==> src/design/gpg_pkg.sv <==
`timescale 1ns / 1ps
// ----------------------------------------------------------------------------
// gpg_pkg
// Types and constants of the gesture point gate
// ----------------------------------------------------------------------------
package gpg_pkg;

    // configuration port
    localparam int CFG_IDX_W  = 2;
    localparam int CFG_DATA_W = 16;

    // register indexes
    localparam logic [CFG_IDX_W-1:0] CFG_GAP_TIMEOUT    = 2'd0;
    localparam logic [CFG_IDX_W-1:0] CFG_POINT_INTERVAL = 2'd1;
    localparam logic [CFG_IDX_W-1:0] CFG_MIN_DISTANCE   = 2'd2;

    // register reset values (min distance held as its square)
    localparam logic [15:0] GAP_TIMEOUT_RST    = 16'd500;
    localparam logic [15:0] POINT_INTERVAL_RST = 16'd10;
    localparam logic [31:0] MIN_DIST_SQ_RST    = 32'd25;

    // item modes
    localparam logic MODE_MOVE = 1'b0;
    localparam logic MODE_POLL = 1'b1;

    localparam int SLOT_OUT_W = 6;

    typedef struct packed {
        logic               mode;
        logic signed [15:0] move_x;
        logic signed [15:0] move_y;
        logic               is_relative;
        logic [31:0]        now_ms;
    } in_item_t;

    typedef struct packed {
        logic                  accepted;
        logic signed [15:0]    point_x;
        logic signed [15:0]    point_y;
        logic [SLOT_OUT_W-1:0] slot;
        logic                  started;
        logic                  ended;
        logic [15:0]           wrap_count;
    } out_item_t;

    typedef struct packed {
        logic [15:0] gap_timeout;
        logic [15:0] point_interval;
        logic [31:0] min_dist_sq;
    } cfg_t;

endpackage

==> src/design/gpg_stream_if.sv <==
`timescale 1ns / 1ps
// ----------------------------------------------------------------------------
// gpg_stream_if
// Valid/ready channel carrying one beat of payload type T
// ----------------------------------------------------------------------------
interface gpg_stream_if #(
    parameter type T = logic
);
    logic valid;
    logic ready;
    T     data;

    modport source (output valid, output data, input ready);
    modport sink   (input valid, input data, output ready);
endinterface

==> src/design/gpg_cfg_regs.sv <==
`timescale 1ns / 1ps
// ----------------------------------------------------------------------------
// gpg_cfg_regs
// Configuration registers; min distance is stored squared at write time
// ----------------------------------------------------------------------------
module gpg_cfg_regs (
    input  logic                           clk,
    input  logic                           rst_n,
    input  logic                           we,
    input  logic [gpg_pkg::CFG_IDX_W-1:0]  index,
    input  logic [gpg_pkg::CFG_DATA_W-1:0] data,
    output gpg_pkg::cfg_t                  cfg
);

    logic [15:0] gap_timeout_reg;
    logic [15:0] point_interval_reg;
    logic [31:0] min_dist_sq_reg;
    logic [31:0] data_sq;

    // square of the written distance
    assign data_sq = 32'(data) * 32'(data);

    // register writes, unknown indexes dropped
    always_ff @(posedge clk or negedge rst_n)
    begin
        if (!rst_n)
        begin
            gap_timeout_reg    <= gpg_pkg::GAP_TIMEOUT_RST;
            point_interval_reg <= gpg_pkg::POINT_INTERVAL_RST;
            min_dist_sq_reg    <= gpg_pkg::MIN_DIST_SQ_RST;
        end
        else if (we)
        begin
            unique case (index)
                gpg_pkg::CFG_GAP_TIMEOUT:    gap_timeout_reg    <= data;
                gpg_pkg::CFG_POINT_INTERVAL: point_interval_reg <= data;
                gpg_pkg::CFG_MIN_DISTANCE:   min_dist_sq_reg    <= data_sq;
                default: ;
            endcase
        end
    end

    assign cfg.gap_timeout    = gap_timeout_reg;
    assign cfg.point_interval = point_interval_reg;
    assign cfg.min_dist_sq    = min_dist_sq_reg;

endmodule

==> src/design/gpg_core.sv <==
`timescale 1ns / 1ps
// ----------------------------------------------------------------------------
// gpg_core
// Gesture state and the per-beat accept decision
// ----------------------------------------------------------------------------
module gpg_core #(
    parameter int SLOTS = 64
) (
    input  logic               clk,
    input  logic               rst_n,
    input  logic               step,
    input  gpg_pkg::in_item_t  item,
    input  gpg_pkg::cfg_t      cfg,
    output gpg_pkg::out_item_t result
);

    localparam int SLOT_W = $clog2(SLOTS);
    localparam logic [SLOT_W-1:0] LAST_SLOT = SLOT_W'(SLOTS - 1);

    logic signed [15:0] run_x_reg, run_x_next;
    logic signed [15:0] run_y_reg, run_y_next;
    logic signed [15:0] prev_x_reg, prev_x_next;
    logic signed [15:0] prev_y_reg, prev_y_next;
    logic [SLOT_W-1:0]  next_slot_reg, next_slot_next;
    logic [15:0]        wraps_reg, wraps_next;
    logic               active_reg, active_next;
    logic [31:0]        last_time_reg, last_time_next;

    logic [31:0]        dt;
    logic               in_window;
    logic               timed_out;
    logic               interval_ok;
    logic signed [15:0] base_x, base_y;
    logic signed [15:0] run_x_new, run_y_new;
    logic [SLOT_W-1:0]  slot_base;
    logic [15:0]        wraps_base;
    logic signed [16:0] dx, dy;
    logic signed [33:0] dx_sq, dy_sq;
    logic [34:0]        d2;
    logic               far_enough;
    logic               take;

    // time since the last accepted point or late move
    assign dt          = item.now_ms - last_time_reg;
    assign in_window   = dt < {16'b0, cfg.gap_timeout};
    assign timed_out   = dt > {16'b0, cfg.gap_timeout};
    assign interval_ok = dt >= {16'b0, cfg.point_interval};

    // gesture start clears position, slot and wraps
    assign base_x     = active_reg ? run_x_reg : '0;
    assign base_y     = active_reg ? run_y_reg : '0;
    assign slot_base  = active_reg ? next_slot_reg : '0;
    assign wraps_base = active_reg ? wraps_reg : '0;

    // running position, wraps in 16 bits
    assign run_x_new = item.is_relative ? base_x + item.move_x : item.move_x;
    assign run_y_new = item.is_relative ? base_y + item.move_y : item.move_y;

    // squared distance to the last stored point
    assign dx    = {run_x_new[15], run_x_new} - {prev_x_reg[15], prev_x_reg};
    assign dy    = {run_y_new[15], run_y_new} - {prev_y_reg[15], prev_y_reg};
    assign dx_sq = dx * dx;
    assign dy_sq = dy * dy;
    assign d2    = {1'b0, dx_sq} + {1'b0, dy_sq};
    assign far_enough = d2 >= {3'b0, cfg.min_dist_sq};

    // a move inside the window into the first slot of the ring is always taken
    assign take = (item.mode == gpg_pkg::MODE_MOVE) && in_window
                  && ((slot_base == '0) || (far_enough && interval_ok));

    // next state and result
    always_comb
    begin
        run_x_next     = run_x_reg;
        run_y_next     = run_y_reg;
        prev_x_next    = prev_x_reg;
        prev_y_next    = prev_y_reg;
        next_slot_next = next_slot_reg;
        wraps_next     = wraps_reg;
        active_next    = active_reg;
        last_time_next = last_time_reg;
        result         = '0;

        if (item.mode == gpg_pkg::MODE_POLL)
        begin
            if (active_reg && timed_out)
            begin
                active_next  = 1'b0;
                result.ended = 1'b1;
            end
        end
        else if (in_window)
        begin
            run_x_next     = run_x_new;
            run_y_next     = run_y_new;
            next_slot_next = slot_base;
            wraps_next     = wraps_base;
            active_next    = 1'b1;
            result.started = !active_reg;
            if (take)
            begin
                prev_x_next     = run_x_new;
                prev_y_next     = run_y_new;
                last_time_next  = item.now_ms;
                result.accepted = 1'b1;
                result.point_x  = run_x_new;
                result.point_y  = run_y_new;
                result.slot     = gpg_pkg::SLOT_OUT_W'(slot_base);
                if (slot_base == LAST_SLOT)
                begin
                    next_slot_next = '0;
                    wraps_next     = (wraps_base == 16'hFFFF) ? wraps_base
                                                              : wraps_base + 16'd1;
                end
                else
                begin
                    next_slot_next = slot_base + SLOT_W'(1);
                end
            end
        end
        else
        begin
            // late move only refreshes the time mark
            last_time_next = item.now_ms;
        end

        result.wrap_count = wraps_next;
    end

    // state update once per processed beat
    always_ff @(posedge clk or negedge rst_n)
    begin
        if (!rst_n)
        begin
            run_x_reg     <= '0;
            run_y_reg     <= '0;
            prev_x_reg    <= '0;
            prev_y_reg    <= '0;
            next_slot_reg <= '0;
            wraps_reg     <= '0;
            active_reg    <= 1'b0;
            last_time_reg <= '0;
        end
        else if (step)
        begin
            run_x_reg     <= run_x_next;
            run_y_reg     <= run_y_next;
            prev_x_reg    <= prev_x_next;
            prev_y_reg    <= prev_y_next;
            next_slot_reg <= next_slot_next;
            wraps_reg     <= wraps_next;
            active_reg    <= active_next;
            last_time_reg <= last_time_next;
        end
    end

endmodule

==> src/design/gesture_point_gate.sv <==
`timescale 1ns / 1ps
// ----------------------------------------------------------------------------
// gesture_point_gate
// Decimates timestamped pointer moves into the points of a gesture ring
// ----------------------------------------------------------------------------
// Each beat on in_ch (a move or a poll) gives exactly one beat on out_ch.
// The block takes one beat per clock and keeps that rate as long as out_ch
// is ready. A beat is captured in an input register and goes through the
// decision logic (two 17-bit squares, one add and compare, state update)
// when the result register is free or out_ch is ready; its result is then
// loaded into the result register and appears on out_ch from there. While a
// result waits on out_ch, one more beat fits into the input register; after
// that in_ch.ready stays low until out_ch takes the waiting result.
// min_distance is squared as it is written, so configuration writes take
// effect on the next beat. Slots count modulo SLOTS (64 by default) and are
// reported in 6 bits.
module gesture_point_gate #(
    parameter int SLOTS = 64
) (
    input  logic                           clk,
    input  logic                           rst_n,
    gpg_stream_if.sink                     in_ch,
    gpg_stream_if.source                   out_ch,
    input  logic                           cfg_we,
    input  logic [gpg_pkg::CFG_IDX_W-1:0]  cfg_index,
    input  logic [gpg_pkg::CFG_DATA_W-1:0] cfg_data
);

    gpg_pkg::cfg_t      cfg;
    gpg_pkg::in_item_t  in_item_reg;
    gpg_pkg::out_item_t out_item_reg;
    gpg_pkg::out_item_t result;
    logic               in_valid_reg;
    logic               out_valid_reg;
    logic               advance;
    logic               step;

    // pipeline flow control
    assign advance     = !out_valid_reg || out_ch.ready;
    assign step        = in_valid_reg && advance;
    assign in_ch.ready = !in_valid_reg || advance;

    assign out_ch.valid = out_valid_reg;
    assign out_ch.data  = out_item_reg;

    gpg_cfg_regs u_cfg_regs (
        .clk   (clk),
        .rst_n (rst_n),
        .we    (cfg_we),
        .index (cfg_index),
        .data  (cfg_data),
        .cfg   (cfg)
    );

    gpg_core #(
        .SLOTS (SLOTS)
    ) u_core (
        .clk    (clk),
        .rst_n  (rst_n),
        .step   (step),
        .item   (in_item_reg),
        .cfg    (cfg),
        .result (result)
    );

    // stage valid flags
    always_ff @(posedge clk or negedge rst_n)
    begin
        if (!rst_n)
        begin
            in_valid_reg  <= 1'b0;
            out_valid_reg <= 1'b0;
        end
        else
        begin
            if (in_ch.valid && in_ch.ready)
            begin
                in_valid_reg <= 1'b1;
            end
            else if (step)
            begin
                in_valid_reg <= 1'b0;
            end

            if (step)
            begin
                out_valid_reg <= 1'b1;
            end
            else if (out_ch.ready)
            begin
                out_valid_reg <= 1'b0;
            end
        end
    end

    // beat payload registers
    always_ff @(posedge clk)
    begin
        if (in_ch.valid && in_ch.ready)
        begin
            in_item_reg <= in_ch.data;
        end
        if (step)
        begin
            out_item_reg <= result;
        end
    end

endmodule

==> src/flat_wrapper.sv <==
// flat-port wrapper written by rule: the top's interface ports become plain ports
module gesture_point_gate_flat import gpg_pkg::*;
#(
    parameter int SLOTS = 64
)
  (clk, rst_n, cfg_we, cfg_index, cfg_data, in_ch_valid, in_ch_data, in_ch_ready, out_ch_valid, out_ch_data, out_ch_ready);
  gpg_stream_if #(.T(in_item_t)) in_ch_i ();
  gpg_stream_if #(.T(out_item_t)) out_ch_i ();
  input  logic clk;
  input  logic rst_n;
  input  logic cfg_we;
  input  logic [gpg_pkg::CFG_IDX_W-1:0] cfg_index;
  input  logic [gpg_pkg::CFG_DATA_W-1:0] cfg_data;
  input wire logic [$bits(in_ch_i.valid)-1:0] in_ch_valid;
  input wire logic [$bits(in_ch_i.data)-1:0] in_ch_data;
  output wire logic [$bits(in_ch_i.ready)-1:0] in_ch_ready;
  output wire logic [$bits(out_ch_i.valid)-1:0] out_ch_valid;
  output wire logic [$bits(out_ch_i.data)-1:0] out_ch_data;
  input wire logic [$bits(out_ch_i.ready)-1:0] out_ch_ready;
  assign in_ch_i.valid = in_ch_valid;
  assign in_ch_i.data = in_ch_data;
  assign in_ch_ready = in_ch_i.ready;
  assign out_ch_valid = out_ch_i.valid;
  assign out_ch_data = out_ch_i.data;
  assign out_ch_i.ready = out_ch_ready;
  gesture_point_gate #(.SLOTS(SLOTS)) u_core (.clk(clk), .rst_n(rst_n), .in_ch(in_ch_i), .out_ch(out_ch_i), .cfg_we(cfg_we), .cfg_index(cfg_index), .cfg_data(cfg_data));
endmodule
==> config.mk <==
export PLATFORM = sky130hd
export DESIGN_NAME = gesture_point_gate_flat
export DESIGN_NICKNAME = d
export VERILOG_FILES = /design/src/design/gpg_pkg.sv /design/src/design/gpg_stream_if.sv /design/src/design/gpg_cfg_regs.sv /design/src/design/gpg_core.sv /design/src/design/gesture_point_gate.sv /design/src/flat_wrapper.sv
export SDC_FILE = /design/constraint.sdc
export NUM_CORES = 2
export LEC_CHECK = 0
export BUFFER_PORTS_ARGS = -buffer_cell sky130_fd_sc_hd__buf_4
export CAP_MARGIN = 30
export CORE_ASPECT_RATIO = 1.25
export CORE_MARGIN = 2
export CORE_UTILIZATION = 35
export CTS_CLUSTER_DIAMETER = 30
export DETAILED_ROUTE_END_ITERATION = 10
export PLACE_DENSITY = 0.5
export SLEW_MARGIN = 40
export SYNTH_ARGS = -nofsm -noshare
export SYNTH_HDL_FRONTEND = slang
export SYNTH_SLANG_ARGS = --single-unit
==> constraint.sdc <==
create_clock -name clk -period 13.2 [get_ports clk]
set_input_delay 2.64 -clock clk [delete_from_list [all_inputs] [get_ports clk]]
set_output_delay 2.64 -clock clk [all_outputs]
set_load 0.01 [all_outputs]
==> results.json <==
{
  "outcome": "complete, no violations",
  "synth_edf_count": 123,
  "grt_pass1_vias": 38300,
  "areaGrowthSynthToFinish_pct": 25.2,
  "htree_num_levels": 2,
  "cts_root_buf": "clkbuf_16",
  "syn_area_um2": 46200,
  "grt_pass1_wl_mm": 207,
  "drt_iter0_drc": 1322,
  "layout.nets": 6956,
  "rows": 149,
  "coreArea_um2": 132000,
  "grt_max_degree": 79,
  "crit_path_start": "u_core.u_core.active_reg",
  "grt_setup_unrepaired": "true",
  "hold_start": "u_core.u_core.run_x_reg[12]",
  "ios": 148,
  "post-route-period-util": 0.988,
  "clk_path_buf_depth": 3,
  "cp_slowest_cell": "fa_1",
  "synth_seq_area_share": 0.180,
  "worst_pin_slew_ns": 1.10,
  "yosys_warnings": 0,
  "vias_per_cell": 4.75,
  "maxSlewViolCount": 0,
  "drive_gt1_frac": 0.219,
  "rrSetupSlack_ns": 0.15,
  "final_cells": 7488,
  "r2r_end": "u_core.u_core.wraps_reg[7]",
  "postSynthRegisterBits": 307,
  "synthesis.nets": 6229,
  "start_kind": "register",
  "drc": 0,
  "ys.flop_type": "dfrtp_1",
  "cts_sinks": 307,
  "critical_path_class": "register to register",
  "firstDrtPassIters": 7,
  "numCtsBuffers": 57,
  "cp-end-kind": "register",
  "wl_per_cell_um": 17.4,
  "num_vias": 35600,
  "fmax_mhz": 76.7,
  "largest_reg_flops": 66,
  "die_h_um": 410,
  "grt_antenna_before_repair": 2,
  "dieWidth_um": 329,
  "skew_ns": 0.0670,
  "gp_congestion": 0.874,
  "setup_viol": 0,
  "cts_tree": "yes",
  "cp_max_fo": 8,
  "synth.distinct_cells": 100,
  "slew_headroom": 0.262,
  "io_buffer_count": 147,
  "initial_core_util": 0.351,
  "hpwl_mm": 108,
  "final_cell_mix": "inv_1 (1,091), buf_4 (734), fa_1 (704)",
  "finalCriticalPeriod_ns": 13.05,
  "r2r-start": "u_core.u_core.active_reg",
  "clkLatencyLatePin_ns": 0.65,
  "finalHoldViolCount": 0,
  "layout_commonest_cell": "inv_1",
  "whs_ns": 0.472,
  "slowest_delay_ns": 0.53,
  "r2r_cells": 64,
  "synth_cells": 4975,
  "required_ns": 13.75,
  "synthArstFlopShare": 0.599,
  "ant_nets": 0,
  "avgSynthCellArea_um2": 9.29,
  "grt_util_all_layers": 0.193,
  "critical_path.endpoint": "u_core.u_core.wraps_reg[7]",
  "clk_pin_slew_ns": 0.05,
  "hold_path_class": "register to register",
  "arrival_ns": 13.59,
  "gr-total-overflow": 0,
  "cpMostUsedCell": "fa_1",
  "dieArea_um2": 135000,
  "routed_wl_mm": 130,
  "max-cap-violations": 0,
  "dp.cells": 7312
}
-- cells by family after synthesis --
| kind of cell | Yosys count | synth area share |
|---|---|---|
| xor+xnor | 224 | 0.0424 |
| buf+inv | 1247 | 0.102 |
| fa+ha+maj | 1165 | 0.431 |
| mux | 86 | 0.0201 |
| flops | 307 | 0.180 |
| compound gates | 727 | 0.101 |
| simple gates | 1219 | 0.124 |
-- per-stage QoR --
step / util / instance area [µm²] / setup WS (ns) / setup TNS (ns)
floorplan: - / 46300 / 0.00516 / 0
global placement: 0.406 / 53500 / -0.606 / -64.94
detailed placement: 0.407 / 53500 / -0.648 / -70.85
CTS: 0.428 / 56400 / -0.000944 / -0.000944
global route: 0.440 / 57900 / -0.460 / -44.92
finish: 0.440 / 57900 / 0.154 / 0
-- routing by layer --
metal | vias to the layer above | wire length, µm | global-route usage
met5 | - | 16 | 0
met4 | 2 | 3240 | 0.0514
met3 | 153 | 3900 | 0.0181
met2 | 517 | 69600 | 0.363
met1 | 17700 | 53400 | 0.234
li1 | 17200 | - | -
-- cells in the mapped netlist (7+ instances only) --
library cell / instances / area share
o31ai_1: 26 / 0.0042
nand2_1: 431 / 0.035
buf_2: 7 / 0.00076
edfxtp_1: 123 / 0.080
a21boi_0: 17 / 0.0028
a31o_2: 7 / 0.0013
o211ai_1: 18 / 0.0029
nor2_1: 349 / 0.028
o21bai_1: 21 / 0.0034
a21o_1: 93 / 0.015
buf_1: 8 / 0.00065
clkinv_1: 9 / 0.00073
dfrtp_1: 173 / 0.094
a31oi_1: 23 / 0.0031
nand4_1: 26 / 0.0035
a211oi_1: 20 / 0.0032
mux2i_1: 32 / 0.0069
xnor2_1: 162 / 0.031
mux2_2: 52 / 0.013
nor2b_1: 20 / 0.0027
ha_1: 453 / 0.12
a2111oi_0: 7 / 0.0013
or2_2: 19 / 0.0026
nor4_1: 10 / 0.0014
and2_1: 136 / 0.018
a21oi_1: 173 / 0.019
nor3_1: 50 / 0.0054
o21a_1: 30 / 0.0049
fa_1: 712 / 0.31
or3_1: 21 / 0.0028
and3_1: 30 / 0.0041
xor2_1: 62 / 0.012
clkbuf_1: 103 / 0.0084
o21ai_0: 207 / 0.022
nand3_1: 43 / 0.0047
dfstp_2: 11 / 0.0063
inv_1: 1114 / 0.090
nand2b_1: 34 / 0.0046
-- repair_timing --
item / 4_1_cts / 5_1_grt
pin swaps: 86 / 171
setup buffers: 27 / 31
hold buffers: 0 / 0
gates cloned: 1 / 9
setup endpoints to repair: 141 / 141
gates resized for setup: 149 / 255
-- how the worst min path moves through the flow --
stage	to	cells after the start	slack, ns
after floorplan	u_core.u_core.run_x_reg[0]	2	0.44
final	u_core.u_core.run_x_reg[12]	2	0.47
after detailed placement	u_core.u_core.run_x_reg[12]	2	0.47
after global placement	u_core.u_core.run_x_reg[11]	2	0.45
after CTS	u_core.u_core.run_x_reg[12]	2	0.48
after global routing	u_core.u_core.prev_y_reg[6]	2	0.50
-- worst max-delay path, delay by kind of cell, from the launching register on --
kind                       cells  cell delay [ns]
DFF                            1             0.46
AOI/OAI and AO/OA             21             3.66
adders and majority gates     11             4.33
buffers and inverters         14             1.51
and+or+nand+nor               15             2.53
xor gates and xnor gates       3             0.41
-- cell type report --
cell class                      instances  area (µm²)
Multi-Input combinational cell       3422       34800
Fill cell                           13000       73700
Antenna cell                            1        2.50
Timing Repair Buffer                  790        6400
Clock inverter                         44         468
Tap cell                             1736        2170
Sequential cell                       307        8310
Inverter                             1124        4240
Clock buffer                           64        1470
Power is left out: the tool's default activity adds up to more than one toggle a clock period on the data nets, which glitch-free logic cannot reach.
